==> src/design/upc_pkg.sv <==
`timescale 1ns / 1ps
// ----------------------------------------------------------------------------
// upc_pkg
// Shared types, character constants and helper functions for the URL
// percent codec.
// ----------------------------------------------------------------------------
package upc_pkg;

	localparam int unsigned QueueDepth = 4;

	localparam logic [7:0] ChPercent = 8'h25;
	localparam logic [7:0] ChPlus    = 8'h2b;
	localparam logic [7:0] ChSpace   = 8'h20;
	localparam logic [7:0] ChDigit0  = 8'h30;
	localparam logic [7:0] ChAlphaA  = 8'h57;

	localparam logic [0:0] RegCodecMode = 1'b0;

	typedef enum logic {
		MODE_ENCODE = 1'b0,
		MODE_DECODE = 1'b1
	} codec_mode_t;

	typedef enum logic [1:0] {
		PH_IDLE  = 2'd0,
		PH_PCT   = 2'd1,
		PH_DIGIT = 2'd2
	} esc_phase_t;

	typedef struct packed {
		logic [2:0][7:0] data;
		logic [1:0]      cnt;
		logic            last;
	} job_t;

	typedef struct packed {
		logic       valid;
		logic [3:0] value;
	} hex_t;

	function automatic hex_t hex_decode(input logic [7:0] c);
		hex_t h;
		h = '0;
		case (c) inside
			[8'h30:8'h39]: begin
				h.valid = 1'b1;
				h.value = c[3:0];
			end
			[8'h41:8'h46], [8'h61:8'h66]: begin
				h.valid = 1'b1;
				h.value = c[3:0] + 4'd9;
			end
			default: h = '0;
		endcase
		return h;
	endfunction

	function automatic logic is_unreserved(input logic [7:0] c);
		logic r;
		case (c) inside
			[8'h30:8'h39], [8'h41:8'h5a], [8'h61:8'h7a],
			8'h2d, 8'h5f, 8'h2e, 8'h7e: r = 1'b1;
			default: r = 1'b0;
		endcase
		return r;
	endfunction

	function automatic logic [7:0] hex_char(input logic [3:0] n);
		logic [7:0] r;
		if (n < 4'd10) begin
			r = ChDigit0 + {4'b0, n};
		end else begin
			r = ChAlphaA + {4'b0, n};
		end
		return r;
	endfunction

endpackage

==> src/design/upc_front.sv <==
`timescale 1ns / 1ps
// ----------------------------------------------------------------------------
// upc_front
// Accepts source bytes, tracks the escape state and turns each byte into a
// job of up to three output bytes.
// ----------------------------------------------------------------------------
module upc_front (
	input  logic                 clk,
	input  logic                 arst_n,
	input  upc_pkg::codec_mode_t mode,
	input  logic                 clr,
	input  logic                 in_valid,
	output logic                 in_stall,
	input  logic [7:0]           in_byte,
	input  logic                 in_last,
	input  logic                 q_full,
	output logic                 push,
	output upc_pkg::job_t        push_job
);

	upc_pkg::esc_phase_t phase_q, phase_d;
	logic [7:0]          held_q;
	upc_pkg::hex_t       hv_in, hv_held;
	logic                accept;
	logic [7:0]          idle_byte;
	logic                idle_emit;
	logic                idle_esc;

	assign in_stall = q_full;
	assign accept   = in_valid && !q_full;
	assign hv_in    = upc_pkg::hex_decode(in_byte);
	assign hv_held  = upc_pkg::hex_decode(held_q);
	assign push     = accept && (push_job.cnt != 2'd0);

	always_ff @(posedge clk or negedge arst_n) begin
		if (!arst_n) begin
			phase_q <= upc_pkg::PH_IDLE;
		end else if (clr) begin
			phase_q <= upc_pkg::PH_IDLE;
		end else if (accept) begin
			phase_q <= phase_d;
		end
	end

	always_ff @(posedge clk) begin
		if (accept && phase_d == upc_pkg::PH_DIGIT) begin
			held_q <= in_byte;
		end
	end

	always_comb begin
		// byte handled as if no escape were open
		idle_byte = in_byte;
		idle_emit = 1'b1;
		idle_esc  = 1'b0;
		if (in_byte == upc_pkg::ChPercent) begin
			idle_emit = in_last;
			idle_esc  = !in_last;
		end else if (in_byte == upc_pkg::ChPlus) begin
			idle_byte = upc_pkg::ChSpace;
		end

		push_job      = '0;
		push_job.last = in_last;
		phase_d       = upc_pkg::PH_IDLE;

		if (mode == upc_pkg::MODE_ENCODE) begin
			if (upc_pkg::is_unreserved(in_byte)) begin
				push_job.data[0] = in_byte;
				push_job.cnt     = 2'd1;
			end else begin
				push_job.data[0] = upc_pkg::ChPercent;
				push_job.data[1] = upc_pkg::hex_char(in_byte[7:4]);
				push_job.data[2] = upc_pkg::hex_char(in_byte[3:0]);
				push_job.cnt     = 2'd3;
			end
		end else begin
			case (phase_q)
				upc_pkg::PH_IDLE: begin
					push_job.data[0] = idle_byte;
					push_job.cnt     = {1'b0, idle_emit};
					if (idle_esc) phase_d = upc_pkg::PH_PCT;
				end
				upc_pkg::PH_PCT: begin
					if (hv_in.valid && !in_last) begin
						phase_d = upc_pkg::PH_DIGIT;
					end else if (hv_in.valid) begin
						push_job.data[0] = upc_pkg::ChPercent;
						push_job.data[1] = in_byte;
						push_job.cnt     = 2'd2;
					end else begin
						push_job.data[0] = upc_pkg::ChPercent;
						push_job.data[1] = idle_byte;
						push_job.cnt     = 2'd1 + {1'b0, idle_emit};
						if (idle_esc) phase_d = upc_pkg::PH_PCT;
					end
				end
				upc_pkg::PH_DIGIT: begin
					if (hv_in.valid && hv_held.valid) begin
						push_job.data[0] = {hv_held.value, hv_in.value};
						push_job.cnt     = 2'd1;
					end else begin
						push_job.data[0] = upc_pkg::ChPercent;
						push_job.data[1] = held_q;
						push_job.data[2] = idle_byte;
						push_job.cnt     = 2'd2 + {1'b0, idle_emit};
						if (idle_esc) phase_d = upc_pkg::PH_PCT;
					end
				end
				default: begin
					phase_d = upc_pkg::PH_IDLE;
				end
			endcase
		end
	end

endmodule

==> src/design/upc_queue.sv <==
`timescale 1ns / 1ps
// ----------------------------------------------------------------------------
// upc_queue
// Small job queue that decouples the classifying front from the output
// serializer.
// ----------------------------------------------------------------------------
module upc_queue #(
	parameter int unsigned DEPTH = upc_pkg::QueueDepth
) (
	input  logic          clk,
	input  logic          arst_n,
	input  logic          push,
	input  upc_pkg::job_t push_job,
	output logic          full,
	input  logic          pop,
	output logic          empty,
	output upc_pkg::job_t head
);

	localparam int unsigned PtrW = (DEPTH > 1) ? $clog2(DEPTH) : 1;
	localparam int unsigned CntW = $clog2(DEPTH + 1);

	upc_pkg::job_t   mem_q [DEPTH];
	logic [PtrW-1:0] wr_ptr_q, rd_ptr_q;
	logic [CntW-1:0] count_q;

	assign full  = (count_q == CntW'(DEPTH));
	assign empty = (count_q == '0);
	assign head  = mem_q[rd_ptr_q];

	always_ff @(posedge clk) begin
		if (push) begin
			mem_q[wr_ptr_q] <= push_job;
		end
	end

	always_ff @(posedge clk or negedge arst_n) begin
		if (!arst_n) begin
			wr_ptr_q <= '0;
			rd_ptr_q <= '0;
			count_q  <= '0;
		end else begin
			if (push) begin
				wr_ptr_q <= (wr_ptr_q == PtrW'(DEPTH - 1)) ? '0 : wr_ptr_q + 1'b1;
			end
			if (pop) begin
				rd_ptr_q <= (rd_ptr_q == PtrW'(DEPTH - 1)) ? '0 : rd_ptr_q + 1'b1;
			end
			if (push && !pop) begin
				count_q <= count_q + 1'b1;
			end else if (pop && !push) begin
				count_q <= count_q - 1'b1;
			end
		end
	end

endmodule

==> src/design/upc_back.sv <==
`timescale 1ns / 1ps
// ----------------------------------------------------------------------------
// upc_back
// Serializes queued jobs into single output bytes through an output
// register.
// ----------------------------------------------------------------------------
module upc_back (
	input  logic          clk,
	input  logic          arst_n,
	input  upc_pkg::job_t head,
	input  logic          empty,
	output logic          pop,
	output logic          out_valid,
	input  logic          out_stall,
	output logic [7:0]    out_byte,
	output logic          out_last
);

	logic [1:0] idx_q;
	logic       out_valid_q;
	logic [7:0] out_byte_q;
	logic       out_last_q;
	logic       load;
	logic       job_end;

	assign load      = !empty && (!out_valid_q || !out_stall);
	assign job_end   = (idx_q == head.cnt - 2'd1);
	assign pop       = load && job_end;
	assign out_valid = out_valid_q;
	assign out_byte  = out_byte_q;
	assign out_last  = out_last_q;

	always_ff @(posedge clk or negedge arst_n) begin
		if (!arst_n) begin
			out_valid_q <= 1'b0;
			idx_q       <= '0;
		end else begin
			if (load) begin
				out_valid_q <= 1'b1;
				idx_q       <= job_end ? 2'd0 : idx_q + 2'd1;
			end else if (!out_stall) begin
				out_valid_q <= 1'b0;
			end
		end
	end

	always_ff @(posedge clk) begin
		if (load) begin
			out_byte_q <= head.data[idx_q];
			out_last_q <= head.last && job_end;
		end
	end

endmodule

==> src/design/url_percent_codec_unit.sv <==
`timescale 1ns / 1ps
// the first output byte of an input passes through the job queue and the output register
// throughput: one output byte per cycle from the serializer unless stalled; an
//   input byte yields 0 to 3 output bytes (3 for an escaped byte in encode mode
//   or a broken escape with a held digit in decode mode, 0 for a byte held in
//   an escape); inputs keep flowing while the job queue has room
// reset: asynchronous, clears mode to encode, escape state and queue
// ----------------------------------------------------------------------------
// url_percent_codec_unit
// Streaming URL percent encoder and decoder with an APB mode register.
// ----------------------------------------------------------------------------
module url_percent_codec_unit #(
	parameter int unsigned QUEUE_DEPTH = upc_pkg::QueueDepth
) (
	input  logic        clk,
	input  logic        arst_n,
	input  logic        psel,
	input  logic        penable,
	input  logic        pwrite,
	input  logic [2:0]  paddr,
	input  logic [31:0] pwdata,
	output logic [31:0] prdata,
	output logic        pready,
	input  logic        in_valid,
	output logic        in_stall,
	input  logic [7:0]  in_byte,
	input  logic        in_last,
	output logic        out_valid,
	input  logic        out_stall,
	output logic [7:0]  out_byte,
	output logic        out_last
);

	upc_pkg::codec_mode_t mode_q;
	logic                 cfg_wr;
	logic                 reg_hit;
	logic                 push, pop, q_full, q_empty;
	upc_pkg::job_t        push_job, head;

	assign pready  = 1'b1;
	assign reg_hit = (paddr[2] == upc_pkg::RegCodecMode) && (paddr[1:0] == 2'b00);
	assign cfg_wr  = psel && penable && pwrite && reg_hit;
	assign prdata  = reg_hit ? {31'b0, mode_q} : '0;

	always_ff @(posedge clk or negedge arst_n) begin
		if (!arst_n) begin
			mode_q <= upc_pkg::MODE_ENCODE;
		end else if (cfg_wr) begin
			mode_q <= upc_pkg::codec_mode_t'(pwdata[0]);
		end
	end

	upc_front u_front (
		.clk      (clk),
		.arst_n   (arst_n),
		.mode     (mode_q),
		.clr      (cfg_wr),
		.in_valid (in_valid),
		.in_stall (in_stall),
		.in_byte  (in_byte),
		.in_last  (in_last),
		.q_full   (q_full),
		.push     (push),
		.push_job (push_job)
	);

	upc_queue #(
		.DEPTH (QUEUE_DEPTH)
	) u_queue (
		.clk      (clk),
		.arst_n   (arst_n),
		.push     (push),
		.push_job (push_job),
		.full     (q_full),
		.pop      (pop),
		.empty    (q_empty),
		.head     (head)
	);

	upc_back u_back (
		.clk       (clk),
		.arst_n    (arst_n),
		.head      (head),
		.empty     (q_empty),
		.pop       (pop),
		.out_valid (out_valid),
		.out_stall (out_stall),
		.out_byte  (out_byte),
		.out_last  (out_last)
	);

endmodule

==> config.mk <==
export PLATFORM = sky130hd
export DESIGN_NAME = url_percent_codec_unit
export DESIGN_NICKNAME = d
export VERILOG_FILES = /design/src/design/upc_pkg.sv /design/src/design/upc_front.sv /design/src/design/upc_queue.sv /design/src/design/upc_back.sv /design/src/design/url_percent_codec_unit.sv
export SDC_FILE = /design/constraint.sdc
export NUM_CORES = 1
export LEC_CHECK = 0
export CORE_UTILIZATION = 64
export DETAILED_ROUTE_END_ITERATION = 8
export DONT_BUFFER_PORTS = 1
export PLACE_DENSITY_LB_ADDON = 0.08
export SYNTH_ARGS = -nofsm -noshare
export SYNTH_HDL_FRONTEND = slang
export SYNTH_HIERARCHICAL = 1
export SYNTH_SLANG_ARGS = --single-unit
==> constraint.sdc <==
create_clock -name clk -period 3.28 [get_ports clk]
set_input_delay 0 -clock clk [delete_from_list [all_inputs] [get_ports clk]]
set_output_delay 0 -clock clk [all_outputs]
set_load 0.02 [all_outputs]
# Word level (Yosys, flattened, before mapping)
# Memory sizes are Yosys's and may differ from the RTL's.
# Index checks and enable logic that the tools add are counted.
[totals] regBits=30 ram_bits=108 out_inout_bits=44 elab_cells=138 mem_count=1
[memory_table] name="u_queue.mem_q" depth=4 word_bits=27 read_ports=1 rd_ports_with_merged_regs=0 wr=1 line_no="upc_queue.sv:23" rtl="upc_pkg::job_t mem_q [DEPTH];"
[classes] n_addsub=14 magnitude_cmp=17 n_eq_ne=14 muxes=42 bitwise_logic=1 n_reduce_logical=39
[op_table] op="less-or-equal comparator 8 x 7 -> 1 bit, second input constant" n=6
[op_table] op="two-way mux 8 bit" n=6
[op_table] op="two-way mux 18 bit" n=2
[op_table] op="equality test 8 x 6 -> 1 bit, second input constant" n=4
[op_table] op="greater-or-equal comparator 8 x 7 -> 1 bit, second input constant" n=4
[op_table] op="two-way mux 16 bit" n=2
[op_table] op="case mux 10 bit (3 select lines)" n=1
[op_table] op="two-way mux 26 bit" n=1
[op_table] op="logical AND 1 bit" n=22
[op_table] op="two-way mux 10 bit" n=2
[op_table] op="two-way mux 5 bit" n=4
[op_table] op="two-way mux 2 bit" n=9
[op_table] op="adder 7 x 4 -> 8 bit, first input constant" n=2
[op_table] op="binary-select mux 8 bit (select 2 bit)" n=1
[op_table] op="equality test 8 x 7 -> 1 bit, second input constant" n=2
[op_table] op="greater-or-equal comparator 8 x 6 -> 1 bit, second input constant" n=2
[op_table] op="less-or-equal comparator 8 x 6 -> 1 bit, second input constant" n=2
[op_table] op="case mux 8 bit (2 select lines)" n=1
[op_table] op="adder 6 x 4 -> 7 bit, first input constant" n=2
[op_table] op="two-way mux 1 bit" n=10
[op_table] op="adder 4 bit, second input constant" n=2
[op_table] op="equality test 2 bit, second input constant" n=4
[op_table] op="less-than comparator 4 bit, second input constant" n=2
[op_table] op="zero test 1 bit" n=7
[op_table] op="20 further kinds" n=27

# Depth between registers and ports, before layout
[logic_depth] word_depth=15 ltp_mapped=16

# Cells and area by module
# Netlist, hierarchy kept.
[by_module_without_submodules] module="upc_queue" n_inst=1 cells_each=178 area_per_inst_um2=4321.6 seq_area_each_um2=3418.3
[by_module_without_submodules] module="upc_front" n_inst=1 cells_each=236 area_per_inst_um2=1776.7 seq_area_each_um2=290.3
[by_module_without_submodules] module="upc_back" n_inst=1 cells_each=57 area_per_inst_um2=613.1 seq_area_each_um2=345.3
[by_module_without_submodules] module="url_percent_codec_unit" n_inst=1 cells_each=39 area_per_inst_um2=316.6 seq_area_each_um2=25.0

# Worst setup path after synthesis
# OpenSTA, ideal clock, no wires.
[synth_path] path_type="input-to-reg" startpoint="input in_byte[1]" endpoint="memory u_queue/mem_q[1][0] (netlist name), enable pin" arrival_ns=2.838 t_required_ns=2.894 setup_slack_ns=0.056 path_stages=10 path_buffers=1 cell_sequence="clkbuf_1 > inv_1 > ha_1 > or4b_4 > o2111ai_1 > o32a_2 > nand2_1 > o31ai_1 > o41a_1 > and2_1"
[synth_via] elab_chain_cells=13 word_cells_on_any_way=39 cone_classes="2 x add/sub; 8 x order compare; 5 x eq/ne; 13 x mux; 11 x reduce/logical"
[synth_lines] item="start, declared" line_no="url_percent_codec_unit.sv:26" rtl="input logic [7:0] in_byte,"
[synth_lines] item="greater-or-equal comparator 8 x 7 -> 1 bit (not written as such) / less-or-equal comparator 8 x 7 -> 1 bit (equally long branches)" line_no="upc_front.sv:31, upc_front.sv:68"
[synth_lines] item="logical AND 1 bit (not written as such)" line_no="upc_front.sv:31" rtl="assign hv_in = upc_pkg::hex_decode(in_byte);"
[synth_lines] item="OR reduction 2 bit" line_no="upc_pkg.sv:44" rtl="case (c) inside"
[synth_lines] item="two-way mux 5 bit (2 in a row)" line_no="upc_pkg.sv:44"
[synth_lines] item="two-way mux 18 bit (tied with other cells)" line_no="upc_front.sv:87" rtl="end else if (hv_in.valid) begin"
[synth_lines] item="two-way mux 18 bit / two-way mux 10 bit (equally long branches)" line_no="upc_front.sv:85, upc_front.sv:99"
[synth_lines] item="case mux 10 bit (3 select lines)" line_no="upc_front.sv:78" rtl="case (phase_q)"
[synth_lines] item="two-way mux 26 bit *" line_no="upc_front.sv:67" rtl="if (mode == upc_pkg::MODE_ENCODE) begin"
[synth_lines] item="nonzero test 2 bit *" line_no="upc_front.sv:33" rtl="assign push = accept && (push_job.cnt != 2'd0);"
[synth_lines] item="logical AND 1 bit *" line_no="upc_front.sv:33"
[synth_lines] item="named net push" line_no="url_percent_codec_unit.sv:37" rtl="logic push, pop, q_full, q_empty;"
[synth_lines] item="two-way mux 1 bit *" line_no="upc_queue.sv:32" rtl="if (push) begin"
[synth_lines] item="two-way mux 1 bit (not written as such) *" line_no="upc_queue.sv:33" rtl="mem_q[wr_ptr_q] <= push_job;"
[synth_lines] item="end, declared" line_no="upc_queue.sv:23"
# Mark *: on every way through the listed nets, which the timed path passes. The rest lies on a longest branch. The select of a mux whose other input is x is not followed.

==> results by group <==
Floorplan
  • Initial Utilization: 67.17%
  • Die Y: 106.8 microns
  • IO Pins: 95
  • Die footprint: 11400 sq um
  • Row cnt: 37
  • DIE WIDTH: 106.8 microns
  • Core ar.: 10460 sq um

Setup path
  • Critical-path cell list: mux4_2 > xor2_1 > or3_1 > a21oi_1 > inv_1 > ha_1 > inv_1 > fa_1 > mux2_2
  • Maximum fanout along the worst path: 3
  • Top cell by count, worst path: inv_1
  • Reg2reg path depth: 9
  • Startpoint types: register
  • Critical path's largest stage delay: 0.56 ns
  • Slowest stage cell on the critical path: mux4_2
  • Flop2flop setup slack: 0.16 ns
  • Data required, critical path: 3.68 ns
  • Family with the most delay on the worst path: multiplexers
  • Critical path class: register to register
  • CP Capture Type: register
  • Critical Path AT: 3.52 ns
  • Buf+Inv Stages, Crit Path: 2
  • Reg-to-Reg Start: u_queue/rd_ptr_q[0]
  • Reg2reg end: u_queue/count_q[1]

Global routing
  • First-pass GRT wire length: 24.22 mm
  • Tot GR Track Use: 29.55%
  • Vias in the first global route: 4353
  • Congestion Overflow GR: 0
  • Pin count of the biggest net entering global routing: 29
  • Antenna violations before repair: 0

Yosys
  • Number of synthesized flops with an enable pin: 125
  • Flops & latches, synth: 138
  • Syn Area/Cell: 13.78 sq um
  • Ys Warns: 6
  • Distinct cells, synth: 70
  • Most area-consuming cells after synthesis: edfxtp_1, mux4_2, dfrtp_1
  • Mapped Area: 7028 sq um
  • Top_reg_cell synth: edfxtp_1
  • Seq/Total Area, Yosys: 58.04%
  • Top-area cell type share of the netlist area: 53.41%
  • Synth Instances: 510
  • FFs w/ async S/R, synth: 9.420%
  • Area leader, netlist: edfxtp_1

Finish
  • P&R area growth vs syn: 11.84%
  • Final core utilization: 75.13%
  • Storage element area: 4080 sq um
  • Layout cell share with drive strength beyond 1: 16.49%
  • Filler cell count: 638
  • Layout net count: 613
  • Commonest non-fill, non-tap cell in the layout: edfxtp_1
  • Multi-input gate area: 2569 sq um
  • Commonest cells after routing, fill and taps aside: edfxtp_1, nand2_1, conb_1
  • Ant diodes: 0

CTS
  • Setup bufs post-CTS: 0
  • CTS tree: yes
  • CTS Hold Buffers Added: 20
  • CTS clk-pin slew, worst paths: 0.06 ns
  • CTS Buf Count: 17
  • CTS root buf: clkbuf_8
  • H-tree depth: 4
  • Post_cts resized: 0
  • CTS sink cnt: 138
  • Latest clock arrival within the worst-skew pair: 0.52 ns
  • Max clock buf depth: 2

Place
  • Pre-CTS setup slack: 0.1402 ns
  • Number of port buffers: 0
  • GP Congestion: 0.9079
  • Dpl hpwl: 9.859 mm

Detailed routing
  • Initial DRC count: 517
  • Drt first pass iters: 5
  • Vias: 4431
  • Vias per Instance: 6.440
  • Post-DRT Antenna Nets: 0
  • Routed WL per cell: 22.85 microns
  • Drt drc: 0
  • Post-Route WL: 15.72 mm

Pwr
  • Tot Pwr: 6.130 mW
  • Leakage power total: 2.849 nW
  • PD cells: 779.9 nW/um^2
  • Max IR drop VDD: 0.0005113 V

Worst hold path
  • WHS Path Cells: 3
  • Hold_sp: in_byte[5]
  • Worst Hold Path EP: u_queue/mem_q[3][12]
  • Worst Hold Class: input port to register

Timing
  • Min Tclk post-route: 3.119 ns
  • Setup tns final: 0 ns
  • Worst slew pin tran: 0.8226 ns
  • Final setup fails: 0
  • Max-slew violations: 0
  • Max Freq: 320.6 MHz
  • Final Cycle Share: 95.09%
  • Slew margin rel.: 45.16%
  • Final hold vios: 0
  • Clk_skew: 0.008008 ns
  • RSZ-0062 raised after global routing: no
  • Worst setup margin: 0.1612 ns

Flow run
  • MaxCap Viol Count: 0

Outcome
  • Status: finished, final reports clean
-- cells in the mapped netlist, drive strengths merged (3+ instances only) --
cell type  number
ha             22
o2111ai         4
dfrtp          13
clkbuf         11
inv            26
a221o           7
mux4           27
and3            4
nand2          37
o31ai           3
buf            46
a21oi          21
a31oi           6
nand2b          4
nor4bb          3
nor3           13
o22ai           3
xor2            3
mux2i           9
nor2           18
a21o            5
o2bb2ai         3
xnor2           5
o21ai          17
or3             4
nand3          11
nor2b           6
edfxtp        125
mux2            4
nor3b           3
and2            5
-- cell families (layout without fill, tap and decap cells) --
family / after synthesis / after routing / synth area share, %
fa+ha+maj: 23 / 23 / 4.201
compound gates: 101 / 101 / 10.45
flops: 138 / 138 / 58.04
mux: 40 / 40 / 10.68
other cells: 2 / 32 / 0.1069
simple gates: 115 / 115 / 8.510
xor+xnor: 8 / 8 / 0.9970
buf+inv: 83 / 95 / 7.014
-- how the worst max path moves through the flow --
stage                              from                   to  slack [ns]  cells after the start
floorplan                    in_byte[1]  u_queue/mem_q[1][0]        0.06                     10
global placement             in_byte[0]   u_queue/count_q[2]        0.23                     14
detailed placement           in_byte[0]   u_queue/count_q[2]        0.14                     14
CTS                 u_queue/rd_ptr_q[0]   u_queue/count_q[1]        0.17                      9
global route        u_queue/rd_ptr_q[0]   u_queue/count_q[1]        0.05                      9
finish              u_queue/rd_ptr_q[0]   u_queue/count_q[1]        0.16                      9
-- metal layers --
| layer | up-vias | share of wire [%] | track usage [%] |
|---|---|---|---|
| met5 | - | 0 | 0 |
| met4 | 0 | 3.0 | 12.23 |
| met3 | 40 | 6.9 | 4.863 |
| met2 | 245 | 50 | 49.22 |
| met1 | 2192 | 40 | 38.88 |
| li1 | 1954 | - | - |
-- power breakdown --
part           switching, mW  internal, mW  leakage (nW)
sequential             0.232          2.41          1.30
combinational          0.948         0.752          1.28
clock                  0.706          1.08         0.265
total                   1.89          4.24          2.85
-- state kept, by name, indices dropped and copies added, names as in the netlist, 2 cells and up --
register and count:
u_queue/rd_ptr_q 2, u_queue/mem_q 108, u_front/phase_q 2, u_queue/count_q 3, u_back/out_byte 8, u_queue/wr_ptr_q 2, u_back/idx_q 2, u_front/held_q 8
-- worst min-delay path, delay by kind of cell --
family | cells | cell delay (ns)
AND/OR/NAND/NOR | 1 | 0.03
AO/OA/AOI/OAI | 2 | 0.37
-- per-stage QoR --
| stage | instance area (sq um) | std cells | hold slack [ns] |
|---|---|---|---|
| 3_5_place_dp | 7094 | 636 | -0.2954 |
| 3_3_place_gp | 7094 | 636 | -0.2953 |
| 2_1_floorplan | 7141 | 540 | -0.2956 |
| 4_1_cts | 7860 | 688 | 0.006525 |
| 6_report | 7860 | 688 | 0.03270 |
| 5_1_grt | 7860 | 688 | 0.03488 |
-- layout make-up --
type	instances	area share, %
clock buffer	19	5.365
clock inverter	13	1.831
tap	136	2.165
timing repair buffer	37	4.807
inverter	26	1.242
multi-input combinational	319	32.68
sequential	138	51.91
Power figures use the tool's default switching activity.
